==> src/rtl/csl_pkg.sv <==
// Shared types, sizes and codes of the sequence locator window unit.
package csl_pkg;

  localparam int unsigned MaxSeqs   = 1024;
  localparam int unsigned IdxW      = $clog2(MaxSeqs);
  localparam int unsigned CntW      = IdxW + 1;
  localparam int unsigned FifoDepth = 2;

  // Request type codes as they arrive on the input channel
  localparam logic [1:0] REQ_CLEAR  = 2'd0;
  localparam logic [1:0] REQ_APPEND = 2'd1;
  localparam logic [1:0] REQ_QUERY  = 2'd2;

  typedef enum logic [1:0] {
    OP_CLEAR,
    OP_APPEND,
    OP_QUERY
  } cmd_op_e;

  typedef struct packed {
    logic [1:0]  req_type;
    logic [31:0] boundary;
    logic [31:0] position;
    logic [31:0] ref_back_offset;
    logic [31:0] ref_window_len;
    logic [19:0] q_seg_start;
    logic [19:0] q_seg_end;
    logic [19:0] q_length;
    logic [19:0] q_left_ext;
    logic [19:0] q_right_ext;
  } in_item_t;

  typedef struct packed {
    logic        valid_res;
    logic [9:0]  seq_index;
    logic [31:0] seq_start;
    logic [31:0] seq_end;
    logic [31:0] ref_start;
    logic [31:0] ref_len;
    logic [31:0] left_gap;
    logic [19:0] qry_start;
    logic [19:0] qry_len;
  } out_item_t;

  // Classified request passed from the front to the back through the queue
  typedef struct packed {
    cmd_op_e     op;
    logic [31:0] boundary;
    logic [31:0] position;
    logic [31:0] back_off;
    logic [31:0] win_len;
    logic [19:0] q_start;
    logic [20:0] left_margin;
    logic [21:0] right_end;
    logic [19:0] q_length;
  } cmd_t;

  typedef enum logic [3:0] {
    ST_IDLE,
    ST_SRCH,
    ST_CMP,
    ST_LOC,
    ST_RDEND,
    ST_RDPREV,
    ST_CALCA,
    ST_CALCB,
    ST_EMIT
  } back_state_e;

  typedef struct packed {
    logic            pop;
    logic            mem_we;
    logic            rd_en;
    logic [IdxW-1:0] rd_addr;
    logic            load_out;
  } back_ctl_t;

endpackage

==> src/rtl/csl_fifo.sv <==
// Short command queue between the front and the back.
module csl_fifo (
  input  logic          clk_i,
  input  logic          rst_ni,
  input  logic          push_i,
  input  csl_pkg::cmd_t push_cmd_i,
  output logic          full_o,
  input  logic          pop_i,
  output csl_pkg::cmd_t head_o,
  output logic          empty_o
);
  import csl_pkg::*;

  localparam int unsigned PtrW = $clog2(FifoDepth);
  localparam int unsigned FillW = $clog2(FifoDepth + 1);

  cmd_t             slot_q [FifoDepth];
  logic [PtrW-1:0]  wr_ptr_q, rd_ptr_q;
  logic [FillW-1:0] fill_q;
  logic             do_push, do_pop;

  assign full_o  = (fill_q == FillW'(FifoDepth));
  assign empty_o = (fill_q == '0);
  assign do_push = push_i && !full_o;
  assign do_pop  = pop_i && !empty_o;
  assign head_o  = slot_q[rd_ptr_q];

  always_ff @(posedge clk_i or negedge rst_ni) begin
    if (!rst_ni) begin
      wr_ptr_q <= '0;
      rd_ptr_q <= '0;
      fill_q   <= '0;
    end else begin
      if (do_push) begin
        wr_ptr_q <= (wr_ptr_q == PtrW'(FifoDepth - 1)) ? '0 : wr_ptr_q + 1'b1;
      end
      if (do_pop) begin
        rd_ptr_q <= (rd_ptr_q == PtrW'(FifoDepth - 1)) ? '0 : rd_ptr_q + 1'b1;
      end
      if (do_push && !do_pop) begin
        fill_q <= fill_q + 1'b1;
      end else if (do_pop && !do_push) begin
        fill_q <= fill_q - 1'b1;
      end
    end
  end

  always_ff @(posedge clk_i) begin
    if (do_push) begin
      slot_q[wr_ptr_q] <= push_cmd_i;
    end
  end

endmodule

==> config.mk <==
export PLATFORM = sky130hd
export DESIGN_NAME = csl_fifo
export DESIGN_NICKNAME = d
export VERILOG_FILES = /design/src/rtl/csl_pkg.sv /design/src/rtl/csl_fifo.sv
export SDC_FILE = /design/constraint.sdc
export NUM_CORES = 1
export LEC_CHECK = 0
export BUFFER_PORTS_ARGS = -buffer_cell sky130_fd_sc_hd__buf_2
export CORE_MARGIN = 8
export CORE_UTILIZATION = 30
export CTS_CLUSTER_SIZE = 40
export DETAILED_ROUTE_END_ITERATION = 7
export RECOVER_POWER = 25
export SLEW_MARGIN = 5
export SYNTH_ARGS = -nofsm -noshare
export SYNTH_HDL_FRONTEND = slang
export SYNTH_SLANG_ARGS = --single-unit
==> constraint.sdc <==
create_clock -name clk_i -period 9.7 [get_ports clk_i]
set_clock_uncertainty 0.05 [all_clocks]
set_input_delay 0.485 -clock clk_i [delete_from_list [all_inputs] [get_ports clk_i]]
set_output_delay 0.485 -clock clk_i [all_outputs]
set_load 0.005 [all_outputs]
==> results by group <==
Critical path
  – Critical path launch point: rd_ptr_q$_DFFE_PN0P_
  – Startpoint types: flip-flop
  – Arrival @ worst endpoint: 3.73 ns
  – WS Path Type: flip-flop to primary output
  – Max Fanout on Critical Path: 115
  – WP data required: between 9 and 10 ns
  – Critical Path Sink Type: primary output
  – Worst reg2reg path depth: 4
  – Origin of the critical flop-to-flop path: fill_q[0]$_DFFE_PN0P_

CTS
  – Max Root-Sink Buffers: 3
  – Clock latency at the later pin of the worst-skew pair: around 0.55 ns
  – CTS tree: done
  – Number of setup buffers added after CTS: 0
  – CTS root buf: clkbuf_16
  – Clock sink count: 430
  – Total CTS buffers: 46
  – H-tree depth: 2
  – Reg clk slew, reported paths: 0.06 ns
  – Hold bufs inserted after CTS: 1
  – Post_cts resized: 0

Final layout
  – Util after Layout: 38.38%
  – # fillers: 5003
  – Area delta synth->final: 26.79%
  – Most common cell after layout, fill and taps aside: edfxtp_1
  – Commonest cells after routing, fill and taps aside: edfxtp_1, buf_2, mux2_4
  – Layout Nets: 1365
  – Ratio of cells with drive above 1 in the final layout: 58.61%

GRT
  – Met2 Track Usage GR: a little over a fifth
  – Initial antenna violation count: 9
  – Vias in the first global route: about 9000
  – First-pass GRT wire length: about 57000 um
  – Pin count of the biggest net entering global routing: between 100 and 150
  – Tot GR Track Use: 12.04%
  – Total gr overflow: 0
  – Grt met1 use: 13.26%
  – GR peak layer: met2
  – Met3 usage: 3.578%

Outcome
  – Status: complete, no violations

Route
  – DR pass1 iterations: 4
  – Final wirelength: 38750 um
  – Avg WL per Cell: 20.60 um
  – Remaining antenna violation count: 0
  – DR iter-0 viols: 344
  – DRC violations left: 0
  – Vias per std cell: between 4 and 5
  – Via count: approximately 8100

Timing
  – Measured slew at the worst slew-check pin: 1.060 ns
  – Fin. max-slew vios: 0
  – Final Hold Slack: 0.06350 ns
  – RSZ-0062 raised after global routing: no
  – Final period util: 43.93%
  – Final hold vios: 0
  – Max frequency: roughly 0.23 GHz
  – Setup TNS: 0 ns
  – Final Setup Violations: 0
  – Period minus WS final: 4.261 ns
  – Relative slew slack: roughly 30%
  – Setup ws final: 5.439 ns

Yosys
  – Yosys reg bits: 430
  – Syn_area_per_cell: 23.79 um2
  – Synth area leader: edfxtp_1
  – Syn_nets: 900
  – Syn Inst Count: 682
  – Synth cell types: 15
  – Synthesized cell area: 16230 um2
  – Synth top area share: 78.83%
  – Sequential area share after synthesis: 79.45%
  – Yosys Warn Count: 0
  – Largest cells by area after synthesis: edfxtp_1, mux2_4, mux2_2

Die
  – Die Area: 61790 um2
  – Io pins: between 400 and 500
  – Initial Util: 30.27%
  – Core area: 53600 um2
  – Die Span Y: approximately 250 um
  – Row cnt: 85
  – Die X: 248.6 um

Power and ir drop
  – Total chip power: 6.210 mW
  – VDD IR max: 0.0001917 V
  – Pwr dens: 301.8 nW/um2
  – Pleak: between 7 and 8 nW

Placement
  – # port buffers: 431
  – HPWL after DPL: 27740 um
  – Dpl ws: 5.925 ns
  – GPL Wtd Cong: 0.7879

Run
  – Max-cap violations: 0

Hold path
  – Hold path depth: 1
  – Hold crit path type: input pin to flip-flop
  – Min-delay src: push_cmd_i[2]
-- sequential cells by signal, summed over array words and instances (netlist names) --
| signal | flops |
|---|---|
| fill_q | 2 |
| rd_ptr_q | 1 |
| slot_q | 426 |
| wr_ptr_q | 1 |
-- where the power goes --
| group | internal (mW) | total (mW) | switching [mW] | leakage [nW] |
|---|---|---|---|---|
| Sequential | 2.55 | 2.71 | 0.166 | 4.00 |
| Combinational | 0.941 | 1.79 | 0.849 | 3.23 |
| Clock | 1.02 | 1.71 | 0.689 | 0.732 |
| Total | 4.51 | 6.21 | 1.70 | 7.97 |
-- layout make-up --
type                    instances  area, um2  share of cell area (%)
diodes                          6      15.01                 0.07298
clock buffers                  53       1241                   6.033
clock inverters                27      239.0                   1.162
inverters                       2      7.507                 0.03649
multi-input cells             226       3100                   15.07
flip-flops and latches        430      12900                   62.68
well taps                     696      870.8                   4.233
repair buffers                441       2205                   10.72
-- metal layers --
metal | wire length (um) | vias to the layer above
li1 | - | 3658
met1 | 14980 | 4065
met2 | 20340 | 262
met3 | 2178 | 77
met4 | 1224 | 4
met5 | 27 | -
-- final timing paths --
path / endpoint / slack [ns]
max: head_o[201] / 5.44
min: slot_q[1][2]$_DFFE_PP_ / 0.06
min reg2reg: fill_q[1]$_DFFE_PN0P_ / 0.49
min in group asynchronous: wr_ptr_q$_DFFE_PN0P_ / 0.23
max reg2reg: slot_q[1][91]$_DFFE_PP_ / 6.52
max in group asynchronous: rd_ptr_q$_DFFE_PN0P_ / 9.22
-- per-stage QoR --
| stage | std cells | cell area, um2 |
|---|---|---|
| CTS | 1875 | 20600 |
| floorplan | 682 | 16230 |
| finish | 1881 | 20570 |
| detailed placement | 1794 | 19110 |
| global placement | 1794 | 19110 |
| global route | 1881 | 20570 |
-- critical path, cell delays in order (launching register included) --
cell     delay (ns)
dfrtp_4        1.03
buf_12         0.61
buf_4          0.82
mux2_2         0.42
buf_2          0.13
-- cell families (layout without fill, tap and decap cells) --
group                      after synthesis  after routing  share of synthesized area, %
DFF                                    430            430                         79.45
and+or+nand+nor                          6              6                        0.1697
adders and majority gates                1              1                       0.07709
AOI/OAI and AO/OA                        1              1                       0.03081
buffers and inverters                   26            523                         1.519
muxes                                  213            213                         18.48
xor gates and xnor gates                 5              5                        0.2699
other                                    0              6                             0
-- cells in the mapped netlist --
master / instances
and3_1: 1
buf_2: 5
buf_6: 19
dfrtp_1: 4
edfxtp_1: 426
ha_1: 1
inv_1: 2
mux2_2: 53
mux2_4: 160
nand2_1: 1
nand2b_1: 1
nor2_1: 3
o21ai_0: 1
xnor2_1: 3
xor2_1: 2
(Power assumes the default switching activity.)
