<file path="config.mk">
export PLATFORM = sky130hd
export DESIGN_NAME = csl_front
export DESIGN_NICKNAME = d
export VERILOG_FILES = /design/src/rtl/csl_pkg.sv /design/src/rtl/csl_front.sv
export SDC_FILE = /design/constraint.sdc
export NUM_CORES = 1
export LEC_CHECK = 0
export ABC_AREA = 1
export BUFFER_PORTS_ARGS = -buffer_cell sky130_fd_sc_hd__clkbuf_2
export CAP_MARGIN = 25
export CORE_AREA = 2 2 183 185
export DETAILED_ROUTE_END_ITERATION = 10
export DIE_AREA = 0 0 185 187
export PLACE_DENSITY = 0.66
export SKIP_CTS_REPAIR_TIMING = 1
export SYNTH_ARGS = -nofsm -noshare
export SYNTH_HDL_FRONTEND = slang
export SYNTH_SLANG_ARGS = --single-unit
</file>
<file path="constraint.sdc">
create_clock -name clk_i -period 11.7 [get_ports clk_i]
set_input_delay 0.585 -clock clk_i [delete_from_list [all_inputs] [get_ports clk_i]]
set_output_delay 0.585 -clock clk_i [all_outputs]
set_load 0.05 [all_outputs]
</file>
<file path="src/rtl/csl_pkg.sv">
// Shared types, sizes and codes of the sequence locator window unit.
package csl_pkg;

  localparam int unsigned MaxSeqs   = 1024;
  localparam int unsigned IdxW      = $clog2(MaxSeqs);
  localparam int unsigned CntW      = IdxW + 1;
  localparam int unsigned FifoDepth = 2;

  // Request type codes as they arrive on the input channel
  localparam logic [1:0] REQ_CLEAR  = 2'd0;
  localparam logic [1:0] REQ_APPEND = 2'd1;
  localparam logic [1:0] REQ_QUERY  = 2'd2;

  typedef enum logic [1:0] {
    OP_CLEAR,
    OP_APPEND,
    OP_QUERY
  } cmd_op_e;

  typedef struct packed {
    logic [1:0]  req_type;
    logic [31:0] boundary;
    logic [31:0] position;
    logic [31:0] ref_back_offset;
    logic [31:0] ref_window_len;
    logic [19:0] q_seg_start;
    logic [19:0] q_seg_end;
    logic [19:0] q_length;
    logic [19:0] q_left_ext;
    logic [19:0] q_right_ext;
  } in_item_t;

  typedef struct packed {
    logic        valid_res;
    logic [9:0]  seq_index;
    logic [31:0] seq_start;
    logic [31:0] seq_end;
    logic [31:0] ref_start;
    logic [31:0] ref_len;
    logic [31:0] left_gap;
    logic [19:0] qry_start;
    logic [19:0] qry_len;
  } out_item_t;

  // Classified request passed from the front to the back through the queue
  typedef struct packed {
    cmd_op_e     op;
    logic [31:0] boundary;
    logic [31:0] position;
    logic [31:0] back_off;
    logic [31:0] win_len;
    logic [19:0] q_start;
    logic [20:0] left_margin;
    logic [21:0] right_end;
    logic [19:0] q_length;
  } cmd_t;

  typedef enum logic [3:0] {
    ST_IDLE,
    ST_SRCH,
    ST_CMP,
    ST_LOC,
    ST_RDEND,
    ST_RDPREV,
    ST_CALCA,
    ST_CALCB,
    ST_EMIT
  } back_state_e;

  typedef struct packed {
    logic            pop;
    logic            mem_we;
    logic            rd_en;
    logic [IdxW-1:0] rd_addr;
    logic            load_out;
  } back_ctl_t;

endpackage

</file>
<file path="src/rtl/csl_front.sv">
// Front stage: accepts requests, drops unknown types, precomputes query margins.
module csl_front (
  input  logic              clk_i,
  input  logic              rst_ni,
  input  logic              in_valid_i,
  output logic              in_ready_o,
  input  csl_pkg::in_item_t in_req_i,
  input  logic              cfg_we_i,
  input  logic [19:0]       cfg_wdata_i,
  input  logic              fifo_full_i,
  output logic              fifo_push_o,
  output csl_pkg::cmd_t     fifo_cmd_o
);
  import csl_pkg::*;

  logic        stg_valid_q, stg_valid_d;
  cmd_t        stg_q;
  cmd_t        cmd_d;
  logic        type_ok;
  logic        accept;
  logic [19:0] max_offset_q;

  assign fifo_push_o = stg_valid_q && !fifo_full_i;
  assign in_ready_o  = !stg_valid_q || !fifo_full_i;
  assign accept      = in_valid_i && in_ready_o;
  assign fifo_cmd_o  = stg_q;

  always_comb begin
    type_ok           = 1'b1;
    cmd_d.op          = OP_CLEAR;
    cmd_d.boundary    = in_req_i.boundary;
    cmd_d.position    = in_req_i.position;
    cmd_d.back_off    = in_req_i.ref_back_offset;
    cmd_d.win_len     = in_req_i.ref_window_len;
    cmd_d.q_start     = in_req_i.q_seg_start;
    cmd_d.left_margin = {1'b0, max_offset_q} + {1'b0, in_req_i.q_left_ext};
    cmd_d.right_end   = {2'b00, in_req_i.q_seg_end} + {2'b00, in_req_i.q_right_ext}
                        + {2'b00, max_offset_q};
    cmd_d.q_length    = in_req_i.q_length;
    unique case (in_req_i.req_type)
      REQ_CLEAR:  cmd_d.op = OP_CLEAR;
      REQ_APPEND: cmd_d.op = OP_APPEND;
      REQ_QUERY:  cmd_d.op = OP_QUERY;
      default:    type_ok  = 1'b0;
    endcase
  end

  always_comb begin
    if (accept && type_ok) begin
      stg_valid_d = 1'b1;
    end else if (fifo_push_o) begin
      stg_valid_d = 1'b0;
    end else begin
      stg_valid_d = stg_valid_q;
    end
  end

  always_ff @(posedge clk_i or negedge rst_ni) begin
    if (!rst_ni) begin
      stg_valid_q  <= 1'b0;
      max_offset_q <= '0;
    end else begin
      stg_valid_q <= stg_valid_d;
      if (cfg_we_i) begin
        max_offset_q <= cfg_wdata_i;
      end
    end
  end

  always_ff @(posedge clk_i) begin
    if (accept && type_ok) begin
      stg_q <= cmd_d;
    end
  end

endmodule

</file>
==> flow_summary.rst <==
.. list-table::
   :header-rows: 1

   * - Metric
     - Value
   * - Leakage power summed over all cells
     - 6.45 nW
   * - Post-synth EDFFs
     - 213
   * - Number of distinct standard cells referenced by the synthesized netlist
     - 27
   * - Slew at the pin closest to its max-slew limit
     - 995 ps
   * - Maximum fanout encountered on the critical timing path
     - 4
   * - Drt first-iter violations
     - 443
   * - Number of H-tree levels
     - 1
   * - Share of power burned in the clock network
     - 0.330
   * - Share of the clock period used by the worst path after layout
     - 0.224
   * - Worst IR drop on VDD
     - 0.112 mV
   * - Via density per instance
     - 4.39
   * - Required time reported for the critical path endpoint
     - 11970 ps
   * - Power per cell area
     - 180 nW/um2
   * - Half-perimeter wire length after placement
     - 27200 um
   * - Pin count of the biggest net entering global routing
     - 86
   * - Final routed wirelength across all metal layers
     - 32900 um
   * - First-pass iteration count of the detailed router
     - 5
   * - Synthesized flop and latch total
     - 234
   * - CTS tree
     - built
   * - Fmax
     - 381 MHz
   * - Sort of element at the end of the critical path
     - flip-flop
   * - Switch share
     - 0.330
   * - Yosys Warn Count
     - 0
   * - Antenna violations before repair
     - 13
   * - Maximum Capacitance Violations
     - 0
   * - Sequential cell area fraction in the yosys report
     - 0.689
   * - Syn Area/Cell
     - 13.3 um2
   * - All-Layer GR Usage
     - 0.186
   * - Placed cells
     - 1675
   * - Setup total negative slack
     - 0 ps
   * - Clock-pin slew of the registers on the worst-case setup and hold paths
     - 60 ps
   * - Overall power consumption
     - 2.51 mW
   * - Worst relative slew slack
     - 0.337
   * - RD Place Congestion
     - 0.919
   * - Max Clock Skew
     - 19.2 ps
   * - Clock latency on the worst-skew pair
     - 530 ps
   * - Std-Cell Rows
     - 67
   * - Reg-to-reg startpoint
     - max_offset_q[1]
   * - Buffers plus inverters on the worst setup path
     - 0
   * - Class of the most critical hold timing path
     - in2async
   * - Post-Syn Area
     - 10000 um2
   * - Fin area
     - 13900 um2
   * - Final setup violation count
     - 0
   * - Vias post-DR
     - 7612
   * - Critical Path Slowest Stage Cell
     - dfrtp_1
   * - CTS Buffer Depth
     - 3
   * - Fin Hold WS
     - 75.3 ps
   * - Number of remaining DRC errors
     - 0
   * - Total placed instance area
     - 13000 um2
   * - Max-slew violations
     - 0
   * - Switch Pwr
     - 0.828 mW
   * - Number of buffers added by the clock tree synthesis step
     - 27
   * - Vias in the first global route
     - 7758
   * - Vert. Die Dim
     - 187 um
   * - Share of flip-flops with an asynchronous set or reset after synthesis
     - 0.0897
   * - Critical path origin
     - max_offset_q[1]
   * - Clk sinks
     - 234
   * - Area Growth Syn to Fin
     - 38.4%
   * - Die X
     - 185 um
   * - First-pass GRT wire length
     - 47700 um
   * - Number of instances in the synthesized netlist
     - 757
   * - Cell Count, Final, Fillers Out
     - 1735
   * - CORE AREA
     - 32900 um2
   * - Nets
     - 1573
   * - Category of cells accounting for the largest share of critical-path delay
     - adder cells
   * - Most common flop cell mapped by yosys
     - edfxtp_1
   * - Sequential Power Share
     - 0.412
   * - Share of final-layout standard cells stronger than drive strength 1
     - 0.435
   * - # port buffers
     - 469
   * - Endpoints failing hold
     - 0
   * - Routed length per placed instance
     - 19.0 um
   * - Run status
     - finished clean
   * - Type of element launching the critical path
     - flip-flop
   * - Antenna Nets Post-Route
     - 0
   * - Class of the most critical setup path
     - reg2reg
   * - Proportion of power drawn by combinational gates
     - 0.258
   * - Slack of the worst reg-to-reg path
     - 9070 ps
   * - Initial core utilization
     - 0.306
   * - List of cells traversed by the critical path
     - fa_1 -> ha_1 -> fa_1 -> nand3_1 -> nand3_1 -> nand2_1 -> nand2_1 -> nand2_1 -> nand2_1 -> nand2_1 -> nand2_1
   * - Sum of overflow across all layers after global routing
     - 0
   * - CP arrival
     - 2890 ps
   * - Internal power
     - 1.68 mW
   * - Number of primary I/O pins
     - 470
   * - Most Frequent Cell on Critical Path
     - nand2_1
   * - Total nets after synthesis
     - 1073
   * - Die area
     - 34600 um2
   * - Setup repair after global routing missed its margin
     - no
   * - Cell chosen for the clock root
     - clkbuf_16
   * - Post-layout minimum cycle time
     - 2630 ps
   * - Delay of the slowest cell on the worst path
     - 500 ps
[power by group through the flow]
stage | clock network (mW) | logic (mW) | registers [mW]
2_1_floorplan | 0 | 0.256 | 1.25
3_3_place_gp | 0 | 0.639 | 1.05
3_5_place_dp | 0 | 0.644 | 1.05
4_1_cts | 0.854 | 0.647 | 1.04
5_1_grt | 0.887 | 0.708 | 1.04
6_report | 0.828 | 0.645 | 1.03
[worst register-to-register path, cell delays in order (launching register included)]
cell and delay (ps):
dfrtp_1 500, fa_1 480, ha_1 250, fa_1 450, nand3_1 110, nand3_1 110
nand2_1 80, nand2_1 120, nand2_1 110, nand2_1 70, nand2_1 60, nand2_1 40
[through the flow]
step / utilization / setup WS [ps]
after floorplan: - / 4650
after global placement: 0.395 / 8490
after detailed placement: 0.395 / 8420
after CTS: 0.421 / 8900
after global routing: 0.423 / 8850
final: 0.423 / 9070
[sequential cells by signal, indices dropped and copies added, names as in the netlist]
signal        flops
max_offset_q     20
stg_valid_q       1
fifo_cmd_o      213
[routing by layer]
metal / track usage / share of wire / up-vias
met3: 0.0646 / 0.10 / 38
met2: 0.316 / 0.50 / 331
met1: 0.219 / 0.38 / 3599
met5: 0 / 0.00076 / -
li1: - / - / 3640
met4: 0.0571 / 0.015 / 4
[worst paths after layout]
path | end | cells past startpoint
setup / recovery | fifo_cmd_o[41] | 11
hold / removal | max_offset_q[15] | 1
setup reg to reg | fifo_cmd_o[41] | 11
hold reg to reg | fifo_cmd_o[42] | 1
max in group asynchronous | max_offset_q[0] | 1
min in group clk_i | fifo_cmd_o[83] | 1
[kinds of logic (layout without fill, tap and decap cells)]
logic type,after synthesis,after routing,synth area share
xor gates and xnor gates,18,18,0.0157
and+or+nand+nor,301,301,0.128
muxes,19,19,0.0213
other,0,11,0
buffers and inverters,78,597,0.0294
adders and majority gates,61,61,0.0924
AOI/OAI and AO/OA,46,46,0.0242
DFF,234,234,0.689
[cell usage after synthesis, types with 9 or more instances]
library cell | count | area (um2)
nand3_1 | 31 | 155
edfxtp_1 | 213 | 6400
nand2_1 | 191 | 717
o21ai_0 | 9 | 45.0
dfrtp_1 | 21 | 526
mux2_2 | 19 | 214
xor2_1 | 16 | 140
inv_1 | 74 | 278
a21oi_1 | 32 | 160
ha_1 | 39 | 488
fa_1 | 22 | 440
nor2_1 | 42 | 158
[area by class of cell]
cell class | instances | area, um2
well taps | 448 | 561
fillers | 3165 | 19000
clock buffers | 30 | 687
inverters | 76 | 285
repair buffers | 473 | 2400
clock inverters | 18 | 184
flip-flops and latches | 234 | 6920
diodes | 11 | 27.5
multi-input cells | 445 | 2840
[cell usage in the layout (no fill, tap or decap), types with 21 or more instances in the layout]
master	synthesis	final
edfxtp_1	213	213
nand2_1	191	191
clkbuf_16	0	27
fa_1	22	22
nor2_1	42	42
inv_1	74	74
ha_1	39	39
clkbuf_2	0	469
a21oi_1	32	31
nand3_1	31	31
dfrtp_1	21	21
No activity file was read; power rests on OpenSTA's default activity.
